### src/hw/rtl/yuvds_pkg.sv
// Shared constants, types and helpers for the YUV420 nearest-neighbour downscaler.
`default_nettype none

package yuvds_pkg;

    // Frame limits and fixed-point format
    localparam int MAX_WIDTH  = 4096;
    localparam int MAX_HEIGHT = 4096;
    localparam int FRAC_BITS  = 16;

    // Field widths fixed by the register map and the pixel format
    localparam int DIM_W  = 13;
    localparam int STEP_W = 29;
    localparam int PIX_W  = 8;
    localparam int DATA_W = 29;
    localparam int IDX_W  = 3;

    // Derived widths
    localparam int SCOL_W = $clog2(MAX_WIDTH);
    localparam int SROW_W = $clog2(MAX_HEIGHT);
    localparam int WSZ_W  = SCOL_W + 1;
    localparam int HSZ_W  = SROW_W + 1;
    localparam int PICK_W = STEP_W + 1 - FRAC_BITS;
    localparam int CMPC_W = (SCOL_W > PICK_W) ? SCOL_W : PICK_W;
    localparam int CMPR_W = (SROW_W > PICK_W) ? SROW_W : PICK_W;

    typedef logic [DIM_W-1:0]  t_dim;
    typedef logic [STEP_W-1:0] t_pos;
    typedef logic [PIX_W-1:0]  t_pix;
    typedef logic [SCOL_W-1:0] t_scol;
    typedef logic [SROW_W-1:0] t_srow;
    typedef logic [WSZ_W-1:0]  t_wsz;
    typedef logic [HSZ_W-1:0]  t_hsz;
    typedef logic [PICK_W-1:0] t_pick;
    typedef logic [CMPC_W-1:0] t_cmpc;
    typedef logic [CMPR_W-1:0] t_cmpr;

    // Register indexes
    typedef enum logic [IDX_W-1:0] {
        CFG_SRC_WIDTH  = 3'd0,
        CFG_SRC_HEIGHT = 3'd1,
        CFG_DST_WIDTH  = 3'd2,
        CFG_DST_HEIGHT = 3'd3,
        CFG_H_STEP     = 3'd4,
        CFG_V_STEP     = 3'd5
    } t_cfg_idx;

    // Register reset values
    localparam t_dim RST_SRC_WIDTH  = t_dim'(1280);
    localparam t_dim RST_SRC_HEIGHT = t_dim'(720);
    localparam t_dim RST_DST_WIDTH  = t_dim'(320);
    localparam t_dim RST_DST_HEIGHT = t_dim'(180);
    localparam t_pos RST_STEP       = t_pos'(4) << FRAC_BITS;

    localparam t_pos ONE_Q   = t_pos'(1) << FRAC_BITS;
    localparam t_pos HALF_Q  = t_pos'(1) << (FRAC_BITS - 1);
    localparam t_pos POS_MAX = '1;

    // Source position picked by a Q position: round to nearest
    function automatic t_pick pick(input t_pos p);
        logic [STEP_W:0] sum;
        sum = {1'b0, p} + {1'b0, HALF_Q};
        return sum[STEP_W:FRAC_BITS];
    endfunction

    // Advance a position by a step of at least one, saturating
    function automatic t_pos pos_add(input t_pos p, input t_pos s);
        t_pos            s_eff;
        logic [STEP_W:0] sum;
        s_eff = (s < ONE_Q) ? ONE_Q : s;
        sum   = {1'b0, p} + {1'b0, s_eff};
        return sum[STEP_W] ? POS_MAX : sum[STEP_W-1:0];
    endfunction

endpackage

`default_nettype wire

### src/hw/rtl/yuv420_nearest_downscale.sv
// Top level of the YUV420 nearest-neighbour downscaler.
//
// Source pixels enter in raster order on i_valid / o_ready, each with its
// luma and the U and V of its 2x2 chroma block. One transfer is taken in
// every cycle while the output register is empty or being emptied.
// A source pixel that lands on a destination pick is registered and leaves
// on o_valid / i_ready with line and frame end flags; chroma
// is passed only on even destination columns of even destination rows.
// Other source pixels only advance the counters and give no result.
// Throughput is one pixel per cycle while the receiver does not stall, with
// a single result register after the counter and position adders.
// When the receiver stalls, the pending result holds and o_ready drops, so
// the source stalls too; input transfers resume in the cycle it is taken.
// Reset (synchronous, active low) clears all counters and positions, empties
// the result register and loads the register defaults: 1280x720 source,
// 320x180 destination, steps of 4.0. The user must write registers through
// the plain write port only while the stream is idle; this is not enforced.
`default_nettype none

module yuv420_nearest_downscale
    import yuvds_pkg::*;
(
    input  wire logic              i_clk,
    input  wire logic              i_rst_n,
    // configuration
    input  wire logic              i_cfg_wr_en,
    input  wire logic [IDX_W-1:0]  i_cfg_index,
    input  wire logic [DATA_W-1:0] i_cfg_wdata,
    // source pixels
    input  wire logic              i_valid,
    output logic                   o_ready,
    input  wire logic [PIX_W-1:0]  i_luma,
    input  wire logic [PIX_W-1:0]  i_chroma_u,
    input  wire logic [PIX_W-1:0]  i_chroma_v,
    // destination pixels
    output logic                   o_valid,
    input  wire logic              i_ready,
    output logic [PIX_W-1:0]       o_luma_out,
    output logic [PIX_W-1:0]       o_u_out,
    output logic [PIX_W-1:0]       o_v_out,
    output logic                   o_chroma_valid,
    output logic                   o_line_end,
    output logic                   o_frame_end
);

    // Configuration registers
    t_dim r_src_width, r_src_height, r_dst_width, r_dst_height;
    t_pos r_h_step, r_v_step;

    // Scan state
    t_scol r_src_col, n_src_col;
    t_srow r_src_row, n_src_row;
    t_dim  r_dst_col, n_dst_col;
    t_dim  r_dst_row, n_dst_row;
    t_pos  r_col_pos, n_col_pos;
    t_pos  r_row_pos, n_row_pos;

    // Result register
    logic  r_valid, n_valid;
    t_pix  r_luma, r_u, r_v;
    logic  r_cv, r_le, r_fe;

    logic  accept;
    t_wsz  w_eff;
    t_hsz  h_eff;
    logic  row_hit, col_hit, last_col, last_row;
    logic  cv, le, fe;

    assign o_ready = !r_valid || i_ready;
    assign accept  = i_valid && o_ready;

    // Clamp the source size to one .. maximum
    always_comb begin
        if (r_src_width == '0) begin
            w_eff = t_wsz'(1);
        end else if ({1'b0, r_src_width} > (DIM_W+1)'(MAX_WIDTH)) begin
            w_eff = t_wsz'(MAX_WIDTH);
        end else begin
            w_eff = t_wsz'(r_src_width);
        end
        if (r_src_height == '0) begin
            h_eff = t_hsz'(1);
        end else if ({1'b0, r_src_height} > (DIM_W+1)'(MAX_HEIGHT)) begin
            h_eff = t_hsz'(MAX_HEIGHT);
        end else begin
            h_eff = t_hsz'(r_src_height);
        end
    end

    // Pick test and flags for the current source pixel
    always_comb begin
        row_hit  = (t_cmpr'(r_src_row) == t_cmpr'(pick(r_row_pos)))
                   && (r_dst_row < r_dst_height);
        col_hit  = row_hit && (r_dst_col < r_dst_width)
                   && (t_cmpc'(r_src_col) == t_cmpc'(pick(r_col_pos)));
        cv       = !r_dst_col[0] && !r_dst_row[0];
        le       = ({1'b0, r_dst_col} + 1'b1) == {1'b0, r_dst_width};
        fe       = le && (({1'b0, r_dst_row} + 1'b1) == {1'b0, r_dst_height});
        last_col = ({1'b0, r_src_col} + 1'b1) >= w_eff;
        last_row = ({1'b0, r_src_row} + 1'b1) >= h_eff;
    end

    // Next scan state: column first, then the row at a line end
    always_comb begin
        n_src_col = r_src_col;
        n_src_row = r_src_row;
        n_dst_col = r_dst_col;
        n_dst_row = r_dst_row;
        n_col_pos = r_col_pos;
        n_row_pos = r_row_pos;
        if (col_hit) begin
            n_dst_col = r_dst_col + 1'b1;
            n_col_pos = pos_add(r_col_pos, r_h_step);
        end
        if (last_col) begin
            n_src_col = '0;
            n_dst_col = '0;
            n_col_pos = '0;
            if (last_row) begin
                n_src_row = '0;
                n_dst_row = '0;
                n_row_pos = '0;
            end else begin
                if (row_hit) begin
                    n_dst_row = r_dst_row + 1'b1;
                    n_row_pos = pos_add(r_row_pos, r_v_step);
                end
                n_src_row = r_src_row + 1'b1;
            end
        end else begin
            n_src_col = r_src_col + 1'b1;
        end
    end

    // Result valid: load on a transfer in, drop once taken
    always_comb begin
        n_valid = r_valid;
        if (accept) begin
            n_valid = col_hit;
        end else if (i_ready) begin
            n_valid = 1'b0;
        end
    end

    // Control state and configuration
    always_ff @(posedge i_clk) begin
        if (!i_rst_n) begin
            r_src_width  <= RST_SRC_WIDTH;
            r_src_height <= RST_SRC_HEIGHT;
            r_dst_width  <= RST_DST_WIDTH;
            r_dst_height <= RST_DST_HEIGHT;
            r_h_step     <= RST_STEP;
            r_v_step     <= RST_STEP;
            r_src_col    <= '0;
            r_src_row    <= '0;
            r_dst_col    <= '0;
            r_dst_row    <= '0;
            r_col_pos    <= '0;
            r_row_pos    <= '0;
            r_valid      <= 1'b0;
        end else begin
            if (i_cfg_wr_en) begin
                unique case (i_cfg_index)
                    CFG_SRC_WIDTH:  r_src_width  <= i_cfg_wdata[DIM_W-1:0];
                    CFG_SRC_HEIGHT: r_src_height <= i_cfg_wdata[DIM_W-1:0];
                    CFG_DST_WIDTH:  r_dst_width  <= i_cfg_wdata[DIM_W-1:0];
                    CFG_DST_HEIGHT: r_dst_height <= i_cfg_wdata[DIM_W-1:0];
                    CFG_H_STEP:     r_h_step     <= i_cfg_wdata[STEP_W-1:0];
                    CFG_V_STEP:     r_v_step     <= i_cfg_wdata[STEP_W-1:0];
                    default: ;
                endcase
            end
            if (accept) begin
                r_src_col <= n_src_col;
                r_src_row <= n_src_row;
                r_dst_col <= n_dst_col;
                r_dst_row <= n_dst_row;
                r_col_pos <= n_col_pos;
                r_row_pos <= n_row_pos;
            end
            r_valid <= n_valid;
        end
    end

    // Result payload: load on a transfer that hits a pick
    always_ff @(posedge i_clk) begin
        if (accept && col_hit) begin
            r_luma <= i_luma;
            r_u    <= cv ? i_chroma_u : '0;
            r_v    <= cv ? i_chroma_v : '0;
            r_cv   <= cv;
            r_le   <= le;
            r_fe   <= fe;
        end
    end

    assign o_valid        = r_valid;
    assign o_luma_out     = r_luma;
    assign o_u_out        = r_u;
    assign o_v_out        = r_v;
    assign o_chroma_valid = r_cv;
    assign o_line_end     = r_le;
    assign o_frame_end    = r_fe;

endmodule

`default_nettype wire

### config.mk
export PLATFORM = sky130hd
export DESIGN_NAME = yuv420_nearest_downscale
export DESIGN_NICKNAME = d
export VERILOG_FILES = /design/src/hw/rtl/yuvds_pkg.sv /design/src/hw/rtl/yuv420_nearest_downscale.sv
export SDC_FILE = /design/constraint.sdc
export NUM_CORES = 1
export LEC_CHECK = 0
export BUFFER_PORTS_ARGS = -buffer_cell sky130_fd_sc_hd__clkbuf_2
export CAP_MARGIN = 0
export CELL_PAD_IN_SITES_DETAIL_PLACEMENT = 1
export CELL_PAD_IN_SITES_GLOBAL_PLACEMENT = 2
export CORE_UTILIZATION = 33
export CTS_CLUSTER_SIZE = 20
export DETAILED_ROUTE_END_ITERATION = 16
export HOLD_SLACK_MARGIN = 0.06
export MAX_ROUTING_LAYER = met4
export PLACE_DENSITY_LB_ADDON = 0.3
export SLEW_MARGIN = 40
export SYNTH_ARGS = -nofsm -noshare
export SYNTH_HDL_FRONTEND = slang
export SYNTH_SLANG_ARGS = --single-unit
### constraint.sdc
create_clock -name i_clk -period 4 [get_ports i_clk]
set_input_delay 0 -clock i_clk [delete_from_list [all_inputs] [get_ports i_clk]]
set_output_delay 0 -clock i_clk [all_outputs]
set_load 0.005 [all_outputs]
# After elaboration in Yosys (flattened, before gate mapping)
# Index checks and enable logic that the tools add are counted.
# totals
input_bits	61
word_cells	94
out_inout_bits	29
register_bits	246
# op_classes
reduce_logical	26
muxes	20
magnitude_cmp	8
addsub	12
n_eq_ne	9
# op_table
operator	n
$mux 29	8
$mux 13	8
$add 29x16->30 const B	2
$add 29x29->30	2
$lt 29x17->1 const B	2
$add 13x1->14 const B	2
$eq 12x14->1	2
$eq 14x13->1	2
$add 12x1->13 const B	2
$add 13x1->13 const B	2
$ge 13x13->1	2
$gt 13x13->1 const B	2
$logic_not 13->1	2
$lt 13x13->1	2
$add 12x1->12 const B	2
$mux 12	2
$reduce_and 2->1	8
$logic_and 1x1->1	7
$eq 3x2->1 const B	2
$eq 3x3->1 const B	2
$reduce_bool 2->1	3
$eq 3x1->1 const B	1
$logic_not 1->1	3
$logic_not 3->1	1
other kinds (3)	4

# Depth between registers and ports, before layout
# Gate-level depths: netlist of the first run.
# depth
depth_word	7
depth_mapped	20
ltp_nobuf	17

# Least setup slack after synthesis of the first run
# No wires, ideal clock.
# synth_timing
path_type	register to register
startpoint	register r_h_step[26]
endpoint	register r_col_pos[26]
setup_slack_ns	0.193
arrival_ns	3.680
setup_ns	0.127
synth_period_minus_slack_ns	3.807
path_buffers	0
required_ns	3.873
stages_incl_launch_ff	15
cell_sequence	dfxtp_1 -> nor4_1 -> nand4_1 -> and2_1 -> ha_1 -> fa_1 -> a21oi_1 -> o211ai_1 -> o21a_1 -> a211oi_1 -> o31a_1 -> a2bb2oi_1 -> mux2_2 -> a2111oi_0 -> o21ai_1
# synth_via
elab_chain_cells	6
# synth_lines
item	line_no	rtl
start, declared	yuv420_nearest_downscale.sv:48	t_pos r_h_step, r_v_step;
start signal, assigned	yuv420_nearest_downscale.sv:168	CFG_H_STEP: r_h_step <= i_cfg_wdata[STEP_W-1:0];
$lt 29x17->1	yuvds_pkg.sv:70	s_eff = (s < ONE_Q) ? ONE_Q : s;
$mux 29 *	yuvds_pkg.sv:70	
$add 29x29->30 *	yuvds_pkg.sv:71	sum = {1'b0, p} + {1'b0, s_eff};
$mux 29 *	yuvds_pkg.sv:72	return sum[STEP_W] ? POS_MAX : sum[STEP_W-1:0];
$mux 29 *	yuv420_nearest_downscale.sv:111	if (col_hit) begin
$mux 29 *	yuv420_nearest_downscale.sv:115	if (last_col) begin
end signal, assigned	yuv420_nearest_downscale.sv:178	r_col_pos <= n_col_pos;
end, declared	yuv420_nearest_downscale.sv:55	t_pos r_col_pos, n_col_pos;
# Mark *: on every way between the ends. The rest lies on a longest branch, timed or not. The select of a mux whose other input is x is not followed.
# A chain may end at the register's enable or synchronous reset.

# Worst setup path in the final report of the first run
# layout_timing
startpoint	register r_v_step[22]
endpoint	register r_row_pos[26]
# layout_via
elab_chain_cells	6
# layout_lines
item	line_no	rtl
start, declared	yuv420_nearest_downscale.sv:48	
start signal, assigned	yuv420_nearest_downscale.sv:169	CFG_V_STEP: r_v_step <= i_cfg_wdata[STEP_W-1:0];
$lt 29x17->1	yuvds_pkg.sv:70	
$mux 29 *	yuvds_pkg.sv:70	
$add 29x29->30 *	yuvds_pkg.sv:71	
$mux 29 *	yuvds_pkg.sv:72	
$mux 29 *	yuv420_nearest_downscale.sv:124	if (row_hit) begin
$mux 29 *	yuv420_nearest_downscale.sv:119	if (last_row) begin
end signal, assigned	yuv420_nearest_downscale.sv:179	r_row_pos <= n_row_pos;
end, declared	yuv420_nearest_downscale.sv:56	t_pos r_row_pos, n_row_pos;
# Marks and branches as above.

==> run_results.csv, run 1 <==
group,metric,value,unit
timing,whs,0.129,ns
power,power_leakage,0.00806,uW
synth,synth_commonest_cells,"nand2_1, dfxtp_1, a21oi_1, nor2_1, ha_1",
critical_path,crit_chain,"nor4_2, nand4_1, buf_4, and2_1, ha_1, fa_1, a211oi_2, o21a_1, nor3_1, o2111ai_2, a311oi_4, buf_4, a21bo_2, a21oi_1, mux2i_1, a32o_1",
synth,yosys.area.top_type,"dfxtp_1",
clock_tree,cts_tree,"built",
layout,nets,2370,
clock_tree,cts_max_level,1,
critical_path,cp_max_fo,10,
floorplanning,fp.dieArea,48700,um^2
power,peakVddDrop,245,uV
floorplanning,rows,79,
timing,tightest_slew,0.731,ns
critical_path,critPathRequiredTime,4.49,ns
power,netSwitchingFraction,0.262,
grt,grt_max_degree,77,
floorplanning,core,46900,um^2
drt,via_count,15000,
floorplanning,die_x,221,um
synth,synthTopCellsByArea,"dfxtp_1, ha_1, nand2_1",
layout,final_core_util,0.411,
clock_tree,cts-root-buf,"clkbuf_16",
clock_tree,cts_buffers,31,
drt,drt-vias-per-instance,5.32,
critical_path,crit_arrival,4.26,ns
placement,dp_cells,2695,
synth,synth-edff-count,27,
clock_tree,clk_latency,0.59,ns
power,finalPower,6400,uW
grt,antenna_found_initial,0,
power,intPower,4720,uW
worst_hold_path,hp-class,"primary input to register",
status,violations,"DRC",
flow_run,max_cap_viol_count,0,
synth,synth_fp_nets,2209,
grt,grt_pass1_vias,15300,
synth,ys_types,85,
layout,diodes,0,
layout,syn_to_final_growth,22.2,%
timing,relSlewSlack,0.513,
timing,final.setup_skew,0.0147,ns
synth,yosysSeqAreaShare,0.329,
clock_tree,cts_sinks,246,
layout,fillCellCount,5720,
timing,final.setup.tns,0,ns
layout,drive_above_1_share,0.147,
drt,first_pass_iters,11,
timing,finalSetupViolations,0,
critical_path,critPathSlowestCell,"fa_1",
power,p_seq_frac,0.418,
synth,synth-async-reset-ratio,0,
floorplanning,die_y,221,um
placement,portBuffers,89,
drt,ant_nets,0,
timing,min_period,3.77,ns
synth,syn-instance-count,2030,
critical_path,crit_family,"compound AO/OA/AOI/OAI gates",
placement,dp_hpwl,38.9,mm
grt,grt_pass1_wl,84.9,mm
power,switchingPower,1680,uW
drt,wirelength,54.1,mm
power,combPwrFrac,0.118,
synth,netlist.area_leader.share,0.278,
timing,final_hold_viol_count,0,
critical_path,cp.buffers_inverters,2,
layout,regArea,5200,um^2
timing,drv_slew,0,
drt,wl_per_cell,19.2,um
grt,gr-total-overflow,0,
grt,grt_usage,0.228,
timing,fmax,0.265,GHz
timing,rsz0062_at_grt,"yes",
synth,synth_flop_cell,"dfxtp_1",
synth,synth_seq_cells,246,
power,pwr-share-clk,0.464,
drt,drc,2,
drt,drt_iter0_drc,683,
critical_path,endpoint_kind,"register",
critical_path,crit_type,"register to register",
status,status,"finished, violations left",
critical_path,path_common_cell,"buf_4",
power,powerDensity,332,nW/um^2
synth,syn_area_per_cell,7.77,um^2
layout,multi_input_area,10100,um^2
floorplanning,initial_core_util,0.337,
placement,place_congestion,0.842,
floorplanning,ioPinCount,90,
synth,synth.most_common_cell,"nand2_1",
layout,instances_no_fill,2823,
synth,syn-cell-area,15800,um^2
clock_tree,clockBufferDepth,3,
critical_path,critPathLaunchType,"register",
synth,yosysWarnings,0,
timing,fin_crit_sh,0.944,
critical_path,critical-path-max-stage-delay,0.40,ns
clock_tree,cts.reportedPaths.clkPinSlew,0.06,ns
-- flip-flops by register name, indices dropped and copies added, names as in the netlist, 8 cells and up --
name / flops
r_src_col: 12
o_luma_out: 8
r_h_step: 29
r_dst_col: 13
r_src_height: 13
r_src_width: 13
r_src_row: 12
o_v_out: 8
r_dst_row: 13
r_col_pos: 29
r_dst_height: 13
r_dst_width: 13
o_u_out: 8
r_row_pos: 29
r_v_step: 29
-- what timing repair did --
| action | CTS | global route |
|---|---|---|
| gates resized for setup | 7 | 48 |
| pin swaps | 1 | 11 |
| gates cloned | 2 | 1 |
| setup endpoints to repair | 32 | 103 |
| setup buffers | 0 | 7 |
| hold buffers | 60 | 0 |
| endpoints found under the hold margin | 141 | 0 |
-- cells by family (layout without fill, tap and decap cells) --
kind of cell / Yosys count / after routing / synth area share
compound gates: 522 / 522 / 0.206
fa+ha+maj: 118 / 118 / 0.0946
simple gates: 846 / 848 / 0.255
buf+inv: 172 / 356 / 0.0444
xor+xnor: 119 / 119 / 0.0666
mux: 7 / 7 / 0.00452
flops: 246 / 246 / 0.329
-- path summary, 6_finish.rpt --
check / endpoint / depth (start not counted) / start / slack [ns]
max: r_row_pos[26]$_SDFFE_PN0P_ / 16 / r_v_step[22]$_SDFFE_PN0P_ / 0.23
min: o_luma_out[7]$_DFFE_PP_ / 2 / i_luma[7] / 0.13
max reg2reg: r_row_pos[26]$_SDFFE_PN0P_ / 16 / r_v_step[22]$_SDFFE_PN0P_ / 0.23
min reg2reg: r_h_step[8]$_SDFFE_PN0P_ / 2 / r_h_step[8]$_SDFFE_PN0P_ / 0.45
-- cell type report --
class / instances / share of cell area
multi-input cells: 1614 / 0.526
well taps: 607 / 0.0394
flip-flops and latches: 246 / 0.270
repair buffers: 243 / 0.0970
clock inverters: 11 / 0.00708
clock buffers: 47 / 0.0492
inverters: 55 / 0.0110
-- power by group through the flow --
stage	Sequential (uW)	Combinational, uW	Clock, uW
after floorplan	2710	394	0
after global placement	2730	675	0
after detailed placement	2730	695	0
after CTS	2680	756	3040
after global routing	2690	825	3130
final	2680	752	2970
-- metal layers --
layer  GRT usage  share of wire  up-vias
li1            -              -     7455
met1       0.296           0.48     7372
met2       0.376           0.48      116
met3      0.0230          0.021       72
met4      0.0623          0.024        0
met5           -              0        -
-- metrics by stage --
stage               setup slack, ns  area, um^2
floorplan                     0.193       15800
global placement             -0.113       17300
detailed placement           -0.147       17300
CTS                         0.00192       19000
global route                -0.0208       19300
finish                        0.226       19300
-- placed cells by master (no fill, tap or decap), types with 58 or more instances in the layout --
| master | instances |
|---|---|
| ha_1 | 113 |
| dfxtp_1 | 215 |
| dlygate4sd3_1 | 60 |
| and2_1 | 58 |
| buf_4 | 84 |
| xnor2_1 | 68 |
| o21ai_0 | 107 |
| clkbuf_2 | 89 |
| nand2_1 | 377 |
| a21oi_1 | 195 |
| nor2_1 | 145 |
(Power assumes the default switching activity.)
==> run 2: changes to the inputs <==
- REMOVE_ABC_BUFFERS: not set -> 1
==> run_results.csv, run 2 (synthesized netlist as in run 1, its figures left out) <==
group,metric,value,unit
drt,wirelength,53.3,mm
grt,grt_max_degree,75,
floorplanning,core,46900,um^2
drt,wl_per_cell,19.0,um
power,pwr-share-clk,0.447,
timing,drv_slew,0,
worst_hold_path,holdPathEnd,"o_luma_out[0]$_DFFE_PP_",
layout,mostFrequentLayoutCells,"nand2_1, dfxtp_1, a21oi_1",
status,violations,"DRC",
layout,final_common_cell,"nand2_1",
drt,drc,1,
timing,min_period,3.80,ns
layout,diodes,0,
drt,via_count,15000,
floorplanning,rows,79,
critical_path,r2r_start,"r_src_col[0]$_SDFFE_PN0P_",
timing,finalSetupViolations,0,
floorplanning,fp.dieArea,48700,um^2
critical_path,r2r_end,"r_dst_row[7]$_SDFFE_PN0P_",
drt,ant_nets,0,
timing,fin_crit_sh,0.949,
grt,grt_usage,0.228,
critical_path,critPathRequiredTime,4.46,ns
layout,fin_area,18900,um^2
clock_tree,cts_buffers,30,
clock_tree,cts_sinks,246,
clock_tree,clk_latency,0.60,ns
timing,fmax,0.263,GHz
placement,dp_hpwl,38.6,mm
power,power_leakage,0.00783,uW
floorplanning,ioPinCount,90,
floorplanning,initial_core_util,0.337,
critical_path,cp_max_fo,9,
critical_path,rrSetupSlack,0.20,ns
clock_tree,cts_max_level,1,
drt,drt-vias-per-instance,5.37,
critical_path,crit_arrival,4.26,ns
layout,final_core_util,0.403,
placement,placed_cell_area,17100,um^2
critical_path,crit_type,"register to register",
worst_hold_path,hold-path-cell-count,2,
worst_hold_path,worstHoldStart,"i_luma[0]",
floorplanning,die_y,221,um
critical_path,reg2regPathDepth,17,
layout,syn_to_final_growth,19.9,%
grt,gr-total-overflow,0,
grt,antenna_found_initial,0,
timing,relSlewSlack,0.560,
clock_tree,clockBufferDepth,3,
floorplanning,die_x,221,um
power,netSwitchingFraction,0.273,
layout,drive_above_1_share,0.135,
flow_run,max_cap_viol_count,0,
worst_hold_path,hp-class,"primary input to register",
layout,nets,2348,
power,combPwrFrac,0.121,
clock_tree,cts-root-buf,"clkbuf_16",
power,switchingPower,1690,uW
critical_path,endpoint_kind,"register",
timing,final_hold_viol_count,0,
power,p_seq_frac,0.432,
power,powerDensity,328,nW/um^2
drt,first_pass_iters,11,
grt,grt_pass1_wl,84.6,mm
placement,portBuffers,89,
critical_path,critPathLaunchType,"register",
status,status,"finished, violations left",
power,intPower,4500,uW
drt,drt_iter0_drc,707,
clock_tree,cts_tree,"built",
grt,grt_pass1_vias,15300,
clock_tree,cts.reportedPaths.clkPinSlew,0.06,ns
placement,place_congestion,0.861,
timing,final.setup_skew,0.0209,ns
power,peakVddDrop,305,uV
timing,rsz0062_at_grt,"yes",
timing,tightest_slew,0.660,ns
## run 2: cell types whose count changed in the layout (fill, tap and decap cells not counted), moves of 4 or more
| cell | change |
|---|---|
| buf_4 | -19 |
| clkbuf_8 | -4 |
| o21ai_0 | -5 |
| o21ai_1 | +6 |
## run 2: repair_timing
action                                  CTS  global route
setup buffers                             3             4
gates resized for setup                   3            47
pin swaps                                 1            12
endpoints found under the setup margin   14            99
hold buffers                             61             0
gates cloned                              1             0
endpoints found under the hold margin   150             0
## run 2: worst max path at each step
stage	slack, ns	start	to	depth (start not counted)
floorplan	-0.66	r_src_col[0]$_SDFFE_PN0P_	r_dst_row[5]$_SDFFE_PN0P_	15
global placement	0.02	r_h_step[26]$_SDFFE_PN0P_	r_col_pos[26]$_SDFFE_PN0P_	14
detailed placement	-0.06	r_h_step[26]$_SDFFE_PN0P_	r_col_pos[26]$_SDFFE_PN0P_	14
CTS	0.02	r_h_step[26]$_SDFFE_PN0P_	r_col_pos[26]$_SDFFE_PN0P_	14
global route	-0.01	r_src_col[0]$_SDFFE_PN0P_	r_dst_row[7]$_SDFFE_PN0P_	17
finish	0.20	r_src_col[0]$_SDFFE_PN0P_	r_dst_row[7]$_SDFFE_PN0P_	17
## run 2: critical path, stage by stage, from the launching register on
cell      delay (ns)
dfxtp_2         0.35
ha_1            0.20
and3_2          0.24
and3_1          0.20
and3_1          0.19
and3_2          0.24
xor2_1          0.15
ha_1            0.32
a211o_1         0.29
buf_4           0.14
o211ai_1        0.36
a22oi_2         0.15
buf_4           0.19
nand4b_1        0.14
buf_6           0.17
nor2b_1         0.06
o21ai_0         0.16
o31ai_1         0.09
## run 2: metal layers
layer  global-route usage  part of all wire
met4               0.0719             0.035
met3               0.0227             0.027
met1                0.290              0.47
met2                0.377              0.47
met5                    -                 0
## run 2: power groups by stage
| stage | combinational (uW) | sequential, uW | clock, uW |
|---|---|---|---|
| floorplan | 359 | 2720 | 0 |
| global placement | 670 | 2720 | 0 |
| detailed placement | 690 | 2730 | 0 |
| CTS | 749 | 2670 | 2860 |
| global route | 830 | 2690 | 2940 |
| finish | 750 | 2670 | 2770 |
## run 2: final cells by class
cell class	count	area [um^2]
Sequential cell	246	5200
Tap cell	607	759
Multi-Input combinational cell	1613	10100
Clock inverter	15	145
Fill cell	5699	27900
Clock buffer	41	842
Timing Repair Buffer	223	1670
Inverter	55	211
## run 2: per-stage QoR
stage / power, uW / hold WS [ns] / TNS [ns] / cells / worst slack [ns]
finish: 6200 / 0.124 / 0 / 2800 / 0.203
global route: 6460 / 0.118 / -0.0155 / 2800 / -0.00982
CTS: 6280 / 0.0900 / 0 / 2796 / 0.0188
detailed placement: 3420 / 0.179 / -0.0610 / 2675 / -0.0561
global placement: 3390 / 0.178 / 0 / 2675 / 0.0156
floorplan: 3070 / 0.0718 / -31.21 / 1913 / -0.662
